[src/rtl/bscf_pkg.sv]
// Shared types and constants for the state-of-charge swing filter.
`timescale 1ns / 1ps
`default_nettype none

package bscf_pkg;

    // Field widths
    localparam int SocW   = 8;
    localparam int FracW  = 8;
    localparam int CapW   = 7;
    localparam int CountW = 8;
    localparam int LimW   = 8;
    localparam int BandW  = 7;
    localparam int PctW   = 7;

    // Stream packing
    localparam int InDataW  = 24;
    localparam int OutDataW = 16;

    // Configuration port
    localparam int CfgIdxW  = 2;
    localparam int CfgDataW = 8;

    localparam logic [CfgIdxW-1:0] RegErrorLimit = 2'd0;
    localparam logic [CfgIdxW-1:0] RegZeroLimit  = 2'd1;
    localparam logic [CfgIdxW-1:0] RegSwingLow   = 2'd2;
    localparam logic [CfgIdxW-1:0] RegSwingHigh  = 2'd3;

    // Reset values
    localparam logic [LimW-1:0]   ErrorLimitRst = 8'd5;
    localparam logic [LimW-1:0]   ZeroLimitRst  = 8'd225;
    localparam logic [BandW-1:0]  SwingLowRst   = 7'd30;
    localparam logic [BandW-1:0]  SwingHighRst  = 7'd70;
    localparam logic [CapW-1:0]   CapacityRst   = 7'd1;

    // Full charge and counter ceiling
    localparam logic [SocW-1:0]   SocFull  = 8'd100;
    localparam logic [CountW-1:0] CountMax = 8'd255;

    // Live configuration
    typedef struct packed {
        logic [LimW-1:0]  error_limit;
        logic [LimW-1:0]  zero_limit;
        logic [BandW-1:0] swing_low;
        logic [BandW-1:0] swing_high;
    } cfg_t;

    // One gauge reading
    typedef struct packed {
        logic [SocW-1:0]  soc_integer;
        logic [FracW-1:0] soc_fraction;
        logic             stat_pin;
        logic             usb_pin;
    } reading_t;

    // One filtered result
    typedef struct packed {
        logic [CapW-1:0] capacity_out;
        logic            charging_out;
        logic            restart_request;
        logic            reading_invalid;
    } result_t;

    // Saturating increment
    function automatic logic [CountW-1:0] bump(input logic [CountW-1:0] c);
        return (c < CountMax) ? c + 1'b1 : CountMax;
    endfunction

endpackage

`default_nettype wire

[src/rtl/bscf_cfg_regs.sv]
// Configuration register file for the swing filter.
`timescale 1ns / 1ps
`default_nettype none

module bscf_cfg_regs
(
    input  wire logic                          clk,
    input  wire logic                          rst_n,
    input  wire logic                          cfg_we,
    input  wire logic [bscf_pkg::CfgIdxW-1:0]  cfg_index,
    input  wire logic [bscf_pkg::CfgDataW-1:0] cfg_wdata,
    output bscf_pkg::cfg_t                     cfg
);

    bscf_pkg::cfg_t cfg_reg;

    // Indexed writes, no read-back
    always_ff @(posedge clk or negedge rst_n)
    begin
        if (!rst_n)
        begin
            cfg_reg.error_limit <= bscf_pkg::ErrorLimitRst;
            cfg_reg.zero_limit  <= bscf_pkg::ZeroLimitRst;
            cfg_reg.swing_low   <= bscf_pkg::SwingLowRst;
            cfg_reg.swing_high  <= bscf_pkg::SwingHighRst;
        end
        else if (cfg_we)
        begin
            unique case (cfg_index)
                bscf_pkg::RegErrorLimit: cfg_reg.error_limit <= cfg_wdata;
                bscf_pkg::RegZeroLimit:  cfg_reg.zero_limit  <= cfg_wdata;
                bscf_pkg::RegSwingLow:   cfg_reg.swing_low   <= cfg_wdata[bscf_pkg::BandW-1:0];
                bscf_pkg::RegSwingHigh:  cfg_reg.swing_high  <= cfg_wdata[bscf_pkg::BandW-1:0];
                default: ;
            endcase
        end
    end

    assign cfg = cfg_reg;

endmodule

`default_nettype wire

[src/rtl/bscf_in_reg.sv]
// Input register stage: captures one reading beat per cycle unless the filter stalls the held beat.
`timescale 1ns / 1ps
`default_nettype none

module bscf_in_reg
(
    input  wire logic                           clk,
    input  wire logic                           rst_n,
    input  wire logic                           s_axis_tvalid,
    output logic                                s_axis_tready,
    input  wire logic [bscf_pkg::InDataW-1:0]   s_axis_tdata,
    input  wire logic                           advance,
    output logic                                rd_valid,
    output bscf_pkg::reading_t                  rd
);

    logic               valid_reg;
    bscf_pkg::reading_t rd_reg;

    // Free when empty or when the held beat moves on this cycle
    assign s_axis_tready = !valid_reg || advance;

    always_ff @(posedge clk or negedge rst_n)
    begin
        if (!rst_n)
        begin
            valid_reg <= 1'b0;
        end
        else if (s_axis_tready)
        begin
            valid_reg <= s_axis_tvalid;
        end
    end

    // Payload unpack, lowest field first
    always_ff @(posedge clk)
    begin
        if (s_axis_tready && s_axis_tvalid)
        begin
            rd_reg.soc_integer  <= s_axis_tdata[7:0];
            rd_reg.soc_fraction <= s_axis_tdata[15:8];
            rd_reg.stat_pin     <= s_axis_tdata[16];
            rd_reg.usb_pin      <= s_axis_tdata[17];
        end
    end

    assign rd_valid = valid_reg;
    assign rd       = rd_reg;

endmodule

`default_nettype wire

[src/rtl/bscf_filter.sv]
// Filter state, update logic and result register.
`timescale 1ns / 1ps
`default_nettype none

module bscf_filter
(
    input  wire logic                  clk,
    input  wire logic                  rst_n,
    input  bscf_pkg::cfg_t             cfg,
    input  wire logic                  rd_valid,
    input  bscf_pkg::reading_t         rd,
    output logic                       advance,
    output logic                       res_valid,
    input  wire logic                  res_ready,
    output bscf_pkg::result_t          res
);

    logic [bscf_pkg::CapW-1:0]   capacity_reg, capacity_next;
    logic                        charging_reg, charging_next;
    logic [bscf_pkg::CountW-1:0] error_count_reg, error_count_next;
    logic [bscf_pkg::CountW-1:0] zero_count_reg, zero_count_next;
    logic                        out_valid_reg;
    bscf_pkg::result_t           out_reg, out_next;

    logic                        do_step;
    logic                        invalid;
    logic                        restart;
    logic [bscf_pkg::CountW-1:0] err_bumped, zero_bumped;
    logic [bscf_pkg::FracW+4:0]  frac_x25;
    logic [bscf_pkg::PctW-1:0]   pct;
    logic                        outside, near;
    logic [bscf_pkg::SocW:0]     soc_p1, cap_p1;

    // Result register frees when empty or taken
    assign advance = !out_valid_reg || res_ready;
    assign do_step = advance && rd_valid;

    // Fraction percent = frac*25 >> 6, as shift-adds
    assign frac_x25 = {1'b0, rd.soc_fraction, 4'b0} + {2'b0, rd.soc_fraction, 3'b0}
                    + {5'b0, rd.soc_fraction};
    assign pct      = frac_x25[bscf_pkg::FracW+4:6];

    // Fraction outside the band, reading within one of the held capacity
    assign outside = (pct > cfg.swing_high) || (pct < cfg.swing_low);

    assign soc_p1 = {1'b0, rd.soc_integer} + 1'b1;
    assign cap_p1 = {2'b0, capacity_reg} + 1'b1;

    assign near = (soc_p1 >= {2'b0, capacity_reg}) && ({1'b0, rd.soc_integer} <= cap_p1);

    assign err_bumped  = bscf_pkg::bump(error_count_reg);
    assign zero_bumped = bscf_pkg::bump(zero_count_reg);

    // Next state for one reading
    always_comb
    begin
        capacity_next    = capacity_reg;
        error_count_next = error_count_reg;
        zero_count_next  = zero_count_reg;
        restart          = 1'b0;
        invalid          = 1'b0;
        if (rd.soc_integer > bscf_pkg::SocFull)
        begin
            // Rejected reading: hold capacity, count errors
            invalid = 1'b1;
            if (err_bumped > cfg.error_limit)
            begin
                restart          = 1'b1;
                error_count_next = '0;
            end
            else
            begin
                error_count_next = err_bumped;
            end
        end
        else
        begin
            error_count_next = '0;
            // Zero readings while charging
            if (charging_reg && (rd.soc_integer == '0))
            begin
                if (zero_bumped > cfg.zero_limit)
                begin
                    restart         = 1'b1;
                    zero_count_next = '0;
                end
                else
                begin
                    zero_count_next = zero_bumped;
                end
            end
            else
            begin
                zero_count_next = '0;
            end
            // Swing suppression below full
            if ((rd.soc_integer < bscf_pkg::SocFull) && outside && near)
            begin
                capacity_next = capacity_reg;
            end
            else
            begin
                capacity_next = rd.soc_integer[bscf_pkg::CapW-1:0];
            end
        end
        // Charging mode from pins and new capacity
        charging_next = !rd.stat_pin
                     || (rd.usb_pin && ({1'b0, capacity_next} < bscf_pkg::SocFull));

        out_next.capacity_out    = capacity_next;
        out_next.charging_out    = charging_next;
        out_next.restart_request = restart;
        out_next.reading_invalid = invalid;
    end

    always_ff @(posedge clk or negedge rst_n)
    begin
        if (!rst_n)
        begin
            capacity_reg    <= bscf_pkg::CapacityRst;
            charging_reg    <= 1'b0;
            error_count_reg <= '0;
            zero_count_reg  <= '0;
            out_valid_reg   <= 1'b0;
        end
        else
        begin
            if (advance)
            begin
                out_valid_reg <= rd_valid;
            end
            if (do_step)
            begin
                capacity_reg    <= capacity_next;
                charging_reg    <= charging_next;
                error_count_reg <= error_count_next;
                zero_count_reg  <= zero_count_next;
            end
        end
    end

    // Result payload
    always_ff @(posedge clk)
    begin
        if (do_step)
        begin
            out_reg <= out_next;
        end
    end

    assign res_valid = out_valid_reg;
    assign res       = out_reg;

endmodule

`default_nettype wire

[src/rtl/battery_soc_capacity_filter_core.sv]
// Top level of the state-of-charge swing filter.
//
//  channel  | dir | handshake                    | payload
//  s_axis   | in  | s_axis_tvalid/s_axis_tready  | s_axis_tdata[23:0], one gauge reading
//  m_axis   | out | m_axis_tvalid/m_axis_tready  | m_axis_tdata[15:0], one filtered result
//  cfg      | in  | cfg_we                       | cfg_index[1:0], cfg_wdata[7:0]
//
// One reading per cycle sustained while m_axis is not stalled; a reading passes the input and result registers.
// The path is the input register, the compare/count update and the result register.
// rst_n clears state to capacity 1, not charging, counters zero, limits to defaults.
// A stall on m_axis fills the input register, then holds s_axis_tready low.
`timescale 1ns / 1ps
`default_nettype none

module battery_soc_capacity_filter_core
(
    input  wire logic                          clk,
    input  wire logic                          rst_n,
    // soc_integer[7:0], soc_fraction[15:8], stat_pin[16], usb_pin[17], zero[23:18]
    input  wire logic [bscf_pkg::InDataW-1:0]  s_axis_tdata,
    input  wire logic                          s_axis_tvalid,
    output logic                               s_axis_tready,
    // capacity_out[6:0], charging_out[7], restart_request[8], reading_invalid[9], zero[15:10]
    output logic [bscf_pkg::OutDataW-1:0]      m_axis_tdata,
    output logic                               m_axis_tvalid,
    input  wire logic                          m_axis_tready,
    input  wire logic                          cfg_we,
    input  wire logic [bscf_pkg::CfgIdxW-1:0]  cfg_index,
    input  wire logic [bscf_pkg::CfgDataW-1:0] cfg_wdata
);

    bscf_pkg::cfg_t     cfg;
    bscf_pkg::reading_t rd;
    bscf_pkg::result_t  res;
    logic               rd_valid;
    logic               advance;

    bscf_cfg_regs u_cfg
    (
        .clk       (clk),
        .rst_n     (rst_n),
        .cfg_we    (cfg_we),
        .cfg_index (cfg_index),
        .cfg_wdata (cfg_wdata),
        .cfg       (cfg)
    );

    bscf_in_reg u_in
    (
        .clk           (clk),
        .rst_n         (rst_n),
        .s_axis_tvalid (s_axis_tvalid),
        .s_axis_tready (s_axis_tready),
        .s_axis_tdata  (s_axis_tdata),
        .advance       (advance),
        .rd_valid      (rd_valid),
        .rd            (rd)
    );

    bscf_filter u_filt
    (
        .clk       (clk),
        .rst_n     (rst_n),
        .cfg       (cfg),
        .rd_valid  (rd_valid),
        .rd        (rd),
        .advance   (advance),
        .res_valid (m_axis_tvalid),
        .res_ready (m_axis_tready),
        .res       (res)
    );

    // Result packing, lowest field first
    assign m_axis_tdata = {6'b0, res.reading_invalid, res.restart_request,
                           res.charging_out, res.capacity_out};

endmodule

`default_nettype wire

[config.mk]
export PLATFORM = sky130hd
export DESIGN_NAME = battery_soc_capacity_filter_core
export DESIGN_NICKNAME = d
export VERILOG_FILES = /design/src/rtl/bscf_pkg.sv /design/src/rtl/bscf_cfg_regs.sv /design/src/rtl/bscf_in_reg.sv /design/src/rtl/bscf_filter.sv /design/src/rtl/battery_soc_capacity_filter_core.sv
export SDC_FILE = /design/constraint.sdc
export NUM_CORES = 1
export LEC_CHECK = 0
export ABC_AREA = 1
export BUFFER_PORTS_ARGS = -buffer_cell sky130_fd_sc_hd__buf_4
export CAP_MARGIN = 20
export CORE_MARGIN = 4
export CORE_UTILIZATION = 41
export CTS_CLUSTER_SIZE = 20
export DETAILED_ROUTE_END_ITERATION = 10
export GPL_ROUTABILITY_DRIVEN = 1
export SYNTH_ARGS = -nofsm -noshare
export SYNTH_HDL_FRONTEND = slang
export SYNTH_SLANG_ARGS = --single-unit
[constraint.sdc]
create_clock -name clk -period 10.1 [get_ports clk]
set_input_delay 0.505 -clock clk [delete_from_list [all_inputs] [get_ports clk]]
set_output_delay 0.505 -clock clk [all_outputs]
set_load 0.01 [all_outputs]
==> metrics <==
setup bufs post-CTS 0; Cells after Synth 607; Util after Layout 49.1%; maxcap violations 0; Power Density 194 mW/mm2; Post-synth top flop dfrtp_1; largest net degree at the start of global routing 57; Relative slew margins 46.6%; Final Max Tran Viols 0; RSZ-0062 raised after global routing no; DP Area 0.00569 mm2; Final Cell Area 0.00600 mm2; Leak 3.00 nW; Crit. path cell count 29; worst min path class in -> async; Yosys reg bits 84; Seq/Total Area, Yosys 43.4%; DIE WIDTH 121 um; Post-Route WL 10.6 mm; worst hold margin 224 ps; outcome finished clean; critical path class reg -> reg; CTS max path bufs 2; first-pass GRT wire length 17.9 mm; Power, Total 1.16 mW; ratio of cells with drive above 1 in the final layout 13.2%; CTS sink count 84; Clock Latency Late Sink 340 ps; CTS root buf clkbuf_16; I/O Pins 57; CP Launch Type flop; # diodes 0; DRC viols 0; number of routed nets with antenna violations 0; Period minus WS final 4340 ps; EDFF count, synth 28; Post-synth ARST share 66.7%; layout overhead on the synthesized area 15.2%; global placer's final weighted congestion 0.850; vias 3950; grt ovf 0; WL per Instance 12.8 um; hold buffers post-CTS 0; Rows 40; Reg clk slew, reported paths 60 ps; slowest stage delay, CP 500 ps; Slew @ Worst Pin 799 ps; max reg flops 30; post-cts sizing count 0; Tcrit/Tclk final 43.0%; WP buf/inv 1; core area 0.0122 mm2; Avg Inst Size Synth 8.58 um2; Synth area leader dfrtp_1; R2R cell count 29; GRT Overall Usage 15.5%; worst-path maximum fanout 9; Num CTS Buffers 9; Die Y 121 um; die area 0.0146 mm2; Sum Neg Setup Slack 0 ps; detailed placement HPWL 8.28 mm; Starting Density 42.6%; synth top area cells dfrtp_1, edfxtp_1, ha_1; post-synth cell types 38; CP arrival 4610 ps; Initial DRT Pass Iterations 4; Yosys Warn Count 0; IR drop worst, VDD 0.0877 mV; vias in the first global route 3818; CTS HTree Levels 3; nets 757; Top Family by Delay on Critical Path simple AND/OR/NAND/NOR gates; Fin. Hold Viols 0; Worst Setup End Kind flop; slowest stage cell, crit path fa_1; initial antenna violation count 0; number of DRC markers in iteration 0 202; Synth top area share 20.2%; FMAX 230 MHz; Mapped Area 0.00521 mm2; via/cell ratio 4.77; Layout Skew 3.86 ps; cell mode on critical path nand2_1; Crit path required time 10370 ps; count of input and output buffers 44; setup violators final 0; TritonCTS clock tree done
-- synthesized netlist by cell type, types with 2 or more instances --
cell / n
ha_1: 59
a21o_1: 7
nand4_1: 4
clkbuf_1: 5
edfxtp_1: 28
and3_1: 2
dfstp_2: 14
nand2_2: 4
inv_2: 3
dfrtp_1: 42
nor3_1: 7
o21ai_1: 6
nand3_1: 22
xor2_1: 7
nand3b_1: 2
o22ai_1: 4
a211oi_1: 2
o21ai_0: 58
buf_4: 7
nor2_1: 37
a32o_1: 3
nand2_1: 125
xnor2_1: 6
inv_1: 113
a21oi_1: 22
nand2_4: 2
o211ai_1: 2
fa_1: 4
-- layout make-up --
type,instances,area (um2)
repair buffers,44,330
clock buffers,16,302
well taps,168,210
inverters,116,435
multi-input cells,400,2460
flip-flops and latches,84,2260
fillers,1226,6220
-- per-stage QoR --
step	std cells	worst slack (ps)
finish	828	5760
global placement	812	5780
detailed placement	812	5720
CTS	828	5690
global route	828	5290
floorplan	612	6230
-- cell families after synthesis --
family	synth area share [%]
other	0.0720
AOI/OAI and AO/OA	11.7
buffers and inverters	9.73
xor gates and xnor gates	2.19
and+or+nand+nor	17.2
adders and majority gates	15.7
DFF	43.4
-- cells in the final DEF (no fill, tap or decap), drive strengths merged --
cell type  count
nand2        131
inv          116
o21ai         65
ha            59
buf           44
dfrtp         42
nor2          38
edfxtp        28
nand3         23
a21oi         22
clkbuf        16
dfstp         14
nor3           8
a21o           7
xor2           7
xnor2          6
conb           6
nand4          4
o22ai          4
fa             4
a32o           3
a211oi         2
o211ai         2
and3           2
nand3b         2
and2           1
nor4           1
a31o           1
a31oi          1
o32ai          1
-- metal layers --
| metal | part of all wire (%) | track usage [%] |
|---|---|---|
| met5 | 0 | 0 |
| met4 | 1.5 | 5.45 |
| met3 | 4.0 | 3.04 |
| met2 | 47 | 25.2 |
| met1 | 48 | 20.7 |
-- final timing paths --
| check | from | to | slack [ps] |
|---|---|---|---|
| min | rst_n | u_cfg.cfg[5]$_DFFE_PN0P_ | 220 |
| max reg2reg | u_in.rd[3]$_DFFE_PP_ | u_filt.charging_reg$_DFFE_PN0P_ | 5760 |
| max in group asynchronous | rst_n | u_filt.capacity_reg[1]$_DFFE_PN0P_ | 9390 |
| min in group clk | s_axis_tdata[8] | u_in.rd[2]$_DFFE_PP_ | 340 |
| max | u_in.rd[3]$_DFFE_PP_ | u_filt.charging_reg$_DFFE_PN0P_ | 5760 |
| min reg2reg | u_cfg.cfg[25]$_DFFE_PN0P_ | u_cfg.cfg[25]$_DFFE_PN0P_ | 480 |
-- where the power goes --
group | switching, mW | leakage, nW | internal (mW)
clock network | 0.125 | 0.149 | 0.201
logic | 0.225 | 1.89 | 0.156
registers | 0.0375 | 0.959 | 0.419
-- worst reg2reg max path, delay by kind of cell, from the launching register on --
family / cells / cell delay (ps)
AND/OR/NAND/NOR: 18 / 1530
AO/OA/AOI/OAI: 7 / 1180
adder cells (fa/ha/maj): 3 / 1100
flip-flops: 1 / 420
buffers and inverters: 1 / 40
Power figures use the tool's default switching activity.
